`config.mk`:
```
export PLATFORM = sky130hd
export DESIGN_NAME = tli_lerp
export DESIGN_NICKNAME = d
export VERILOG_FILES = /design/src/hdl/tli_pkg.sv /design/src/hdl/tli_lerp.sv
export SDC_FILE = /design/constraint.sdc
export NUM_CORES = 1
export LEC_CHECK = 0
export BUFFER_PORTS_ARGS = -buffer_cell sky130_fd_sc_hd__clkbuf_2
export CORE_UTILIZATION = 58
export DETAILED_ROUTE_END_ITERATION = 10
export PLACE_DENSITY = 0.81
export SLEW_MARGIN = 10
export SYNTH_ARGS = -nofsm -noshare
export SYNTH_HDL_FRONTEND = slang
export SYNTH_SLANG_ARGS = --single-unit
```
`constraint.sdc`:
```
create_clock -name clk -period 14.5 [get_ports clk]
set_input_delay 2.9 -clock clk [delete_from_list [all_inputs] [get_ports clk]]
set_output_delay 2.9 -clock clk [all_outputs]
set_load 0.02 [all_outputs]
```
`src/hdl/tli_pkg.sv`:
```
// ----------------------------------------------------------------------------
// tli_pkg
// Shared constants and types of the table linear interpolator.
// ----------------------------------------------------------------------------
package tli_pkg;

  localparam int TABLE_DEPTH_DEF = 256;
  localparam int DATA_W          = 32;
  localparam int INDEX_W         = 8;
  localparam int PTS_W           = 9;
  localparam int PADDR_W         = 3;
  localparam int PDATA_W         = 32;

  localparam logic [PTS_W-1:0] PTS_RESET = PTS_W'(2);

  localparam logic CMD_LOAD   = 1'b0;
  localparam logic CMD_SAMPLE = 1'b1;

  // Register select is paddr bit 2.
  localparam logic REG_POINTS  = 1'b0;
  localparam logic REG_COMPLEX = 1'b1;

  typedef struct packed {
    logic                     start;
    logic signed [DATA_W-1:0] y0;
    logic signed [DATA_W-1:0] y1;
    logic signed [DATA_W:0]   dx;
    logic signed [DATA_W:0]   tx;
  } lerp_req_t;

  typedef struct packed {
    logic                     done;
    logic signed [DATA_W-1:0] value;
    logic                     sat;
  } lerp_rsp_t;

endpackage

```
`src/hdl/tli_lerp.sv`:
```
// ----------------------------------------------------------------------------
// tli_lerp
// Bit-serial y0 + round((y1 - y0) * dx / tx) with saturation to 32 bits.
// ----------------------------------------------------------------------------
module tli_lerp import tli_pkg::*; (
  input  logic      clk,
  input  logic      rst,
  input  lerp_req_t req,
  output lerp_rsp_t rsp
);

  localparam int MW        = DATA_W + 1;
  localparam int PW        = 2 * MW;
  localparam int MUL_STEPS = MW;
  localparam int DIV_STEPS = PW;
  localparam int CNT_W     = $clog2(DIV_STEPS + 1);

  typedef enum logic [3:0] {
    L_IDLE = 4'b0001,
    L_MUL  = 4'b0010,
    L_DIV  = 4'b0100,
    L_FIN  = 4'b1000
  } lstate_t;

  lstate_t                  state;
  logic [CNT_W-1:0]         cnt;
  logic [MW-1:0]            hi;
  logic [MW-1:0]            lo;
  logic [MW-1:0]            amag;
  logic [MW-1:0]            atx;
  logic [PW-1:0]            num;
  logic [MW-1:0]            rem;
  logic                     neg;
  logic                     add_done;
  logic signed [DATA_W-1:0] y0;

  logic signed [MW-1:0] dy;
  logic [MW:0]          msum;
  logic [MW:0]          trial;
  logic [MW+1:0]        diff;
  logic                 ge;
  logic                 big;
  logic signed [DATA_W+2:0] fsum;

  always_comb begin
    dy    = MW'(req.y1) - MW'(req.y0);
    msum  = {1'b0, hi} + (lo[0] ? {1'b0, amag} : '0);
    trial = {rem, num[PW-1]};
    diff  = {1'b0, trial} - {2'b0, atx};
    ge    = !diff[MW+1];
    big   = num > (PW'(1) << (DATA_W + 1));
    fsum  = neg ? ((DATA_W+3)'(y0) - (DATA_W+3)'({1'b0, num[DATA_W+1:0]}))
                : ((DATA_W+3)'(y0) + (DATA_W+3)'({1'b0, num[DATA_W+1:0]}));
  end

  always_ff @(posedge clk) begin
    if (rst) begin
      state    <= L_IDLE;
      rsp.done <= 1'b0;
    end else begin
      rsp.done <= 1'b0;
      unique case (state)
        L_IDLE: begin
          if (req.start) begin
            amag  <= dy[MW-1] ? MW'(-dy) : MW'(dy);
            lo    <= req.dx[MW-1] ? MW'(-req.dx) : MW'(req.dx);
            atx   <= req.tx[MW-1] ? MW'(-req.tx) : MW'(req.tx);
            neg   <= dy[MW-1] ^ req.dx[MW-1] ^ req.tx[MW-1];
            y0    <= req.y0;
            hi    <= '0;
            cnt   <= '0;
            state <= L_MUL;
          end
        end
        L_MUL: begin
          hi  <= msum[MW:1];
          lo  <= {msum[0], lo[MW-1:1]};
          cnt <= cnt + 1'b1;
          if (cnt == CNT_W'(MUL_STEPS - 1)) begin
            add_done <= 1'b0;
            state    <= L_DIV;
          end
        end
        L_DIV: begin
          if (!add_done) begin
            num      <= {hi, lo} + PW'(atx >> 1);
            rem      <= '0;
            cnt      <= '0;
            add_done <= 1'b1;
          end else begin
            rem <= ge ? diff[MW-1:0] : trial[MW-1:0];
            num <= {num[PW-2:0], ge};
            cnt <= cnt + 1'b1;
            if (cnt == CNT_W'(DIV_STEPS - 1)) begin
              state <= L_FIN;
            end
          end
        end
        L_FIN: begin
          rsp.done <= 1'b1;
          if (big) begin
            rsp.sat   <= 1'b1;
            rsp.value <= neg ? {1'b1, {(DATA_W-1){1'b0}}} : {1'b0, {(DATA_W-1){1'b1}}};
          end else if (fsum[DATA_W+2:DATA_W-1] != {4{fsum[DATA_W-1]}}) begin
            rsp.sat   <= 1'b1;
            rsp.value <= fsum[DATA_W+2] ? {1'b1, {(DATA_W-1){1'b0}}}
                                        : {1'b0, {(DATA_W-1){1'b1}}};
          end else begin
            rsp.sat   <= 1'b0;
            rsp.value <= fsum[DATA_W-1:0];
          end
          state <= L_IDLE;
        end
        default: state <= L_IDLE;
      endcase
    end
  end

endmodule

```
# == Word level (Yosys, flattened, before mapping) ==
# Index checks and enable logic that the tools add are counted.
# word_totals
regBits,310
latchBits,0
mem_bits_rw,0
rom_bits,0
in_bits,133
out_inout_bits,34
wordCells,78
n_memories,0
# classes
n_addsub,10
n_mul,0
n_div,0
magnitude_cmp,1
eq_ne,11
n_shift,0
muxes,26
n_bitwise,3
reduce_logical,11
# ops
cell,n
$mux 33,7
$pmux 33 s2,2
$mux 32,4
$neg 33->33,3
$add 66x32->66,1
$gt 66x34->1 const B,1
$mux 66,1
$add 35x34->35,1
$mux 35,1
$sub 34x33->35,1
$sub 35x34->35,1
$add 33x33->34,1
$mux 34,1
$sub 32x32->33,1
$pmux 7 s3,1
$mux 4,4
$mux 7,2
$pmux 4 s3,1
$reduce_and 3->1,4
$ne 2x2->1 const B,4
$add 7x1->7 const B,1
$eq 7x6->1 const B,1
$eq 7x7->1 const B,1
$eq 4x1->1 const B,1
other kinds (13),16

# == Depth between registers and ports, before layout ==
# Gate-level depths: netlist of run 1.
# logic_depth
ltp_word,6
ltp_mapped,22

# == Least setup slack after synthesis of run 1 ==
# No wires, ideal clock.
# synth_path
kind,input to register
from,input rst
to,register hi[0] (enable)
arrival_time_ns,12.109
required_time_ns,13.996
slack_ns,1.888
stages,3
n_path_buf,1
cell_sequence,clkbuf_1 > nor3_1 > o21bai_1
# synth_between
elab_chain_len,2
# synth_lines
item,line,text
start: declaration,tli_lerp.sv:7,"input logic rst,"
$not 1->1 (no line),--,
$reduce_and 3->1 (no line),--,
end signal: assignment,tli_lerp.sv:76,hi <= msum[MW:1];
end: declaration,tli_lerp.sv:27,logic [MW-1:0] hi;
# Every way passes these cells.
# A chain may end at the register's enable or synchronous reset.

# == Final worst setup path of run 1 ==
# layout_path
from,register num[3]
to,register rsp[30] (netlist bit) (data pin)
# layout_between
elab_chain_len,5
word_cells_on_any_way,8
# layout_lines
item,line,text
start: declaration,tli_lerp.sv:31,logic [PW-1:0] num;
start signal: assignment,tli_lerp.sv:86,"num <= {hi, lo} + PW'(atx >> 1);"
start signal: assignment,tli_lerp.sv:92,"num <= {num[PW-2:0], ge};"
$add 35x34->35 or $sub 35x34->35 (tied branches),"tli_lerp.sv:53, tli_lerp.sv:52",
$mux 35,tli_lerp.sv:52,"fsum = neg ? ((DATA_W+3)'(y0) - (DATA_W+3)'({1'b0, num[DATA_W+1:0]}))"
$ne 3x3->1 or $mux 32 (tied branches),"tli_lerp.sv:104, tli_lerp.sv:106",
$mux 33,tli_lerp.sv:104,end else if (fsum[DATA_W+2:DATA_W-1] != {4{fsum[DATA_W-1]}}) begin
$mux 33 *,tli_lerp.sv:101,if (big) begin
end: declaration,tli_lerp.sv:9,output lerp_rsp_t rsp
# Mark *: on every way between the ends. The rest lies on a longest branch, timed or not.

==> reports/summary.txt, run 1 <==
Status -> completed
Most used DFF post-synth -> edfxtp_1
Flop pwr share -> 0.402
First-pass GRT wire length -> 97500 um
R2R Path End -> rsp[30]
Fraction of layout instances using a drive strength above 1 -> 0.114
Largest net degree at the start of global routing -> 90
Mapped cell area -> 23600 um2
Final instance count without filler cells -> 3205
Multi-input logic area -> 13500 um2
Arr. time, crit path -> 7060 ps
Number of cell rows -> 73
Htree depth -> 2
Final hold violations -> 0
Post-CTS sizing -> 0
Yosys warns -> 0
Avg Cell Area, Syn -> 9.41 um2
Tot GR Track Use -> 0.298
Hold/Removal Path Class -> reg2reg
EDFF count, synth -> 305
Post-detailed-route DRC marker count -> 0
Total power -> 2640 uW
Cell leakage power -> 0.0104 uW
Final Net Count -> 2962
Pre-antenna DRT Iters -> 6
Tightest Pin Transition -> 1240 ps
CP startpoint kind -> flop
Area grow syn2layout -> 11.2%
R2R depth -> 20
Diodes inserted -> 0
Async SR Flop Fraction -> 0
Hold buffers post-CTS -> 0
Share of the synthesized area in the top cell type -> 0.388
DRT Wirelength -> 62400 um
Gate count of the mapped netlist -> 2506
Synth top area cells -> edfxtp_1, ha_1, xnor2_1, xor2_1, nand2_1
Setup TNS -> 0 ps
Internal cell power -> 1880 uW
Register area share after synthesis -> 0.393
Reg2reg setup slack -> 7730 ps
Unique masters post-synth -> 88
Worst vdd ir -> 0.0756 mV
RSZ-0062 raised after global routing -> false
WL per Instance -> 19.5 um
Power density over cell area -> 101 nW/um2
Post-CTS Setup Bufs -> 0
Cell with the most instances after synthesis -> edfxtp_1
Combinational power share -> 0.219
Vias post-DR -> 19600
Worst-path maximum fanout -> 32
Core area -> 39900 um2
Switching Share -> 0.288
CP Launch Point -> num[3]
Pins Over Slew Limit -> 0
Detailed placer's ending HPWL -> 46600 um
Boundary pin count -> 167
Filler cells -> 3105
Die Span Y -> 204 um
Period utilization -> 0.467
Clk slew on worst S/H paths -> 70 ps
Syn Nets -> 2815
CP endpoint kind -> flop
Post-layout min period -> 6770 ps
Max frequency -> 0.148 GHz
Psw -> 761 uW
Die area -> 41500 um2
Routed Antenna Nets -> 0
CTS tree -> done
# port buffers -> 166
Vias per inst -> 6.12
Critical path required time -> 14790 ps
FF+latch area -> 9260 um2
Worst-Skew Late Latency -> 560 ps
Worst R2R Start -> num[3]
Max_cap viols -> 0
Chip width -> 204 um
Share of total power in the clock network -> 0.379
Post-synth top area cell -> edfxtp_1
Most instantiated cells after synthesis -> edfxtp_1, nand2_1, nor2_1
Num CTS Buffers -> 38
Clk root buf -> clkbuf_16
Global placer's final weighted congestion -> 0.928
Layout Skew -> 30.6 ps
Initial Utilization -> 0.591
CTS sink count -> 310
Clock Tree Buf Depth -> 3
Slew headroom -> 0.174
Vias in the first global route -> 18300
Starting DRT DRC Count -> 1968
Initial antenna violation count -> 1
Final setup viols -> 0
Placed cells -> 3138
Post-synthesis sequential element count -> 310
Critical path class -> reg2reg
GRT Residual Overflow -> 0
Critical Path End -> rsp[30]
-- power by group through the flow --
stage          Combinational (uW)  Sequential [uW]  Clock (uW)
4_1_cts                       570             1060        1020
3_3_place_gp                  543             1080           0
2_1_floorplan                 422             1070           0
3_5_place_dp                  562             1080           0
5_1_grt                       634             1060        1050
6_report                      579             1060        1000
-- layout make-up --
type | count | area share
well taps | 525 | 0.0250
flip-flops and latches | 310 | 0.353
repair buffers | 181 | 0.0360
clock inverters | 21 | 0.0110
inverters | 154 | 0.0220
clock buffers | 46 | 0.0382
multi-input cells | 1968 | 0.515
-- routing by layer --
| layer | share of wire | track usage | up-vias |
|---|---|---|---|
| met5 | 0.00029 | 0 | - |
| met4 | 0.036 | 0.116 | 2 |
| met3 | 0.081 | 0.0403 | 102 |
| met2 | 0.45 | 0.468 | 795 |
| met1 | 0.43 | 0.418 | 9306 |
| li1 | - | - | 9415 |
-- worst min-delay path by stage --
stage                  from       to  depth (start not counted)  slack (ps)
floorplan           num[38]  num[39]                          2         530
global placement    num[44]  num[45]                          2         540
detailed placement  num[41]  num[42]                          2         550
CTS                 num[41]  num[42]                          2         560
global route        num[41]  num[42]                          2         580
finish              num[41]  num[42]                          2         560
-- stage by stage --
step / hold slack [ps] / setup slack (ps) / area, um2 / util
after global placement: 538 / 7710 / 24900 / 0.625
after detailed placement: 546 / 7630 / 24900 / 0.625
final: 556 / 7730 / 26200 / 0.657
after floorplan: 525 / 1890 / 23600 / -
after CTS: 564 / 7850 / 26200 / 0.657
after global routing: 582 / 7450 / 26200 / 0.657
-- critical path: stages (launching register included) --
cell      delay, ps
edfxtp_1        500
or3_1           410
or3_1           320
or2_2           310
nor3_1          340
and2_1          290
nor2_1           70
xnor2_1         160
ha_1            440
nand4_1         200
nor2_1          240
nand3_1         120
or2_2           280
o21ba_2         250
o21ai_0         400
o32ai_1         150
a311oi_1        690
and4_1          380
o21ai_4          60
buf_4           310
o31ai_1         540
-- cell usage in the layout (no fill, tap or decap), drive strengths merged, types with 25 or more instances in the layout --
cell type	netlist	routed
inv	154	155
o21ai	213	213
nand2	235	235
and2	48	48
clkbuf	61	212
nand2b	28	28
nor2b	46	46
o31ai	25	25
ha	171	171
a21oi	167	167
xor2	120	120
nand3	58	58
a21o	73	73
nor2	178	178
mux2i	38	38
nor4	33	33
o21bai	26	26
edfxtp	305	305
and3	26	26
nor3	45	45
xnor2	177	177
-- logic make-up (layout without fill, tap and decap cells) --
| logic type | Yosys count | count (layout) | share of synthesized area |
|---|---|---|---|
| AOI/OAI and AO/OA | 659 | 659 | 0.180 |
| xor gates and xnor gates | 297 | 297 | 0.110 |
| adders and majority gates | 176 | 176 | 0.0950 |
| buffers and inverters | 228 | 402 | 0.0378 |
| DFF | 310 | 310 | 0.393 |
| muxes | 38 | 38 | 0.0161 |
| and+or+nand+nor | 798 | 798 | 0.168 |
-- sequential cells by signal (all words and copies together), names as in the netlist --
register and cells:
atx 33, hi 33, amag 33, rsp 34
cnt 7, rem 33, y0 32, neg 1
state 4, num 66, lo 33, add_done 1
Power figures use the tool's default switching activity.
==> run 2: changes to the inputs <==
clock period = 6.6 ns   (was 14.5 ns; I/O delays follow)
==> reports/summary.txt, run 2 (synthesis results as in run 1) <==
Status -> completed (unchanged)
Met1 Usage GRT -> 0.414 (was 0.418)
Hold buffers post-CTS -> 0 (unchanged)
Die area -> 41500 um2 (unchanged)
Final hold violations -> 0 (unchanged)
Global Route met3 Usage -> 0.0580 (was 0.0403)
GR met2 Demand/Resource -> 0.447 (was 0.468)
Boundary pin count -> 167 (unchanged)
Arr. time, crit path -> 6320 ps (was 7060 ps)
Pins Over Slew Limit -> 0 (unchanged)
First-pass GRT wire length -> 96700 um (was 97500 um)
Biggest register -> num (unchanged)
Largest net degree at the start of global routing -> 82 (was 90)
Clk slew on worst S/H paths -> 60 ps (was 70 ps)
Post-detailed-route DRC marker count -> 0 (unchanged)
Chip width -> 204 um (unchanged)
Final Net Count -> 2958 (was 2962)
Layout Skew -> 21.3 ps (was 30.6 ps)
Vias post-DR -> 19500 (was 19600)
Core area -> 39900 um2 (unchanged)
Dpl ws -> 737 ps (was 7630 ps)
Cell leakage power -> 0.0103 uW (was 0.0104 uW)
CTS tree -> done (unchanged)
Max stage delay on crit path -> 600 ps (was 690 ps)
Critical path class -> reg2reg (unchanged)
# port buffers -> 166 (unchanged)
Post-CTS sizing -> 0 (unchanged)
Initial antenna violation count -> 0 (was 1)
Area grow syn2layout -> 10.6% (was 11.2%)
Slowest CP cell -> a311oi_1 (unchanged)
Critical-path cell list -> or3_1 > or3_1 > or2_2 > nor3_1 > and2_1 > nor2_1 > xnor2_1 > ha_1 > nand4_1 > nor2_1 > nand3_1 > or2_2 > o21ba_2 > o21ai_0 > o32ai_1 > a311oi_1 > and4_1 > o21ai_4 > buf_12 > o31ai_1 (was or3_1 > or3_1 > or2_2 > nor3_1 > and2_1 > nor2_1 > xnor2_1 > ha_1 > nand4_1 > nor2_1 > nand3_1 > or2_2 > o21ba_2 > o21ai_0 > o32ai_1 > a311oi_1 > and4_1 > o21ai_4 > buf_4 > o31ai_1)
Htree depth -> 2 (unchanged)
Worst vdd ir -> 0.168 mV (was 0.0756 mV)
Commonest non-fill, non-tap cell in the layout -> edfxtp_1 (unchanged)
Max_cap viols -> 0 (unchanged)
Detailed placer's ending HPWL -> 47000 um (was 46600 um)
RSZ-0062 raised after global routing -> false (unchanged)
Tightest Pin Transition -> 1100 ps (was 1240 ps)
Post-route design area -> 26100 um2 (was 26200 um2)
Routed Antenna Nets -> 0 (unchanged)
Pre-antenna DRT Iters -> 7 (was 6)
DRT Wirelength -> 61900 um (was 62400 um)
Num CTS Buffers -> 36 (was 38)
Power density over cell area -> 215 nW/um2 (was 101 nW/um2)
Global placer's final weighted congestion -> 0.928 (about the same)
CP endpoint kind -> flop (unchanged)
Vias in the first global route -> 18300 (about the same)
Placed instance area -> 25000 um2 (was 24900 um2)
Number of cell rows -> 73 (unchanged)
Fraction of layout instances using a drive strength above 1 -> 0.110 (was 0.114)
Slew headroom -> 0.265 (was 0.174)
Clock Tree Buf Depth -> 3 (unchanged)
Worst-path maximum fanout -> 32 (unchanged)
WL per Instance -> 19.4 um (was 19.5 um)
Biggest regs -> num x66, rsp x34 (unchanged)
Starting DRT DRC Count -> 1736 (was 1968)
Worst-Skew Late Latency -> 550 ps (was 560 ps)
CP startpoint kind -> flop (unchanged)
Post-CTS Setup Bufs -> 0 (unchanged)
Post-layout min period -> 5940 ps (was 6770 ps)
Worst hold slack -> 562 ps (was 556 ps)
CTS sink count -> 310 (unchanged)
Setup TNS -> 0 ps (unchanged)
Initial Utilization -> 0.591 (unchanged)
Hold/Removal Path Class -> reg2reg (unchanged)
Vias per inst -> 6.11 (was 6.12)
Max frequency -> 0.168 GHz (was 0.148 GHz)
Die Span Y -> 204 um (unchanged)
Busiest layer in global routing -> met2 (unchanged)
Final setup viols -> 0 (unchanged)
Total power -> 5610 uW (was 2640 uW)
Critical path required time -> 6980 ps (was 14790 ps)
Final WS setup -> 660 ps (was 7730 ps)
Max reg flops -> 66 (unchanged)
Period utilization -> 0.900 (was 0.467)
Tot GR Track Use -> 0.297 (was 0.298)
Clk root buf -> clkbuf_16 (unchanged)
Diodes inserted -> 0 (unchanged)
GRT Residual Overflow -> 0 (unchanged)
Most frequent cells in the layout -> edfxtp_1, nand2_1, nor2_1, xnor2_1, o21ai_0 (unchanged)
[run 2: layout make-up]
type / instances / area [um2]
Tap cell: 525 / 657
Timing Repair Buffer: 179 / 941
Multi-Input combinational cell: 1968 / 13500
Inverter: 154 / 578
Clock buffer: 42 / 945
Clock inverter: 19 / 189
Sequential cell: 310 / 9260
Fill cell: 3147 / 13800
[run 2: power breakdown]
group | switching, uW | internal [uW] | total [uW]
Combinational | 768 | 508 | 1280
Clock | 818 | 1170 | 1990
Sequential | 66.4 | 2270 | 2340
Total | 1650 | 3950 | 5610
[run 2: worst paths after layout]
kind / start / to / slack, ps / depth (start not counted)
worst max register to register: num[4] / rsp[30] / 660 / 20
worst min-delay path: num[55] / num[56] / 560 / 2
worst max-delay path: num[4] / rsp[30] / 660 / 20
worst min register to register: num[55] / num[56] / 560 / 2
[run 2: metrics by stage]
step,instances,util
final,3197,0.654
after global placement,3136,0.625
after detailed placement,3136,0.625
after floorplan,2506,-
after global routing,3197,0.654
after CTS,3197,0.654
[run 2: metal layers]
metal / up-vias / part of all wire
met2: 800 / 0.43
met3: 117 / 0.082
met4: 0 / 0.044
met1: 9200 / 0.44
li1: 9418 / -
met5: - / 0
[run 2: critical path, delay by kind of cell, from the launching register on]
| kind | cells | cell delay (ps) |
|---|---|---|
| xor gates and xnor gates | 1 | 130 |
| adders and majority gates | 1 | 430 |
| DFF | 1 | 450 |
| AOI/OAI and AO/OA | 6 | 1550 |
| and+or+nand+nor | 11 | 3000 |
| buffers and inverters | 1 | 210 |
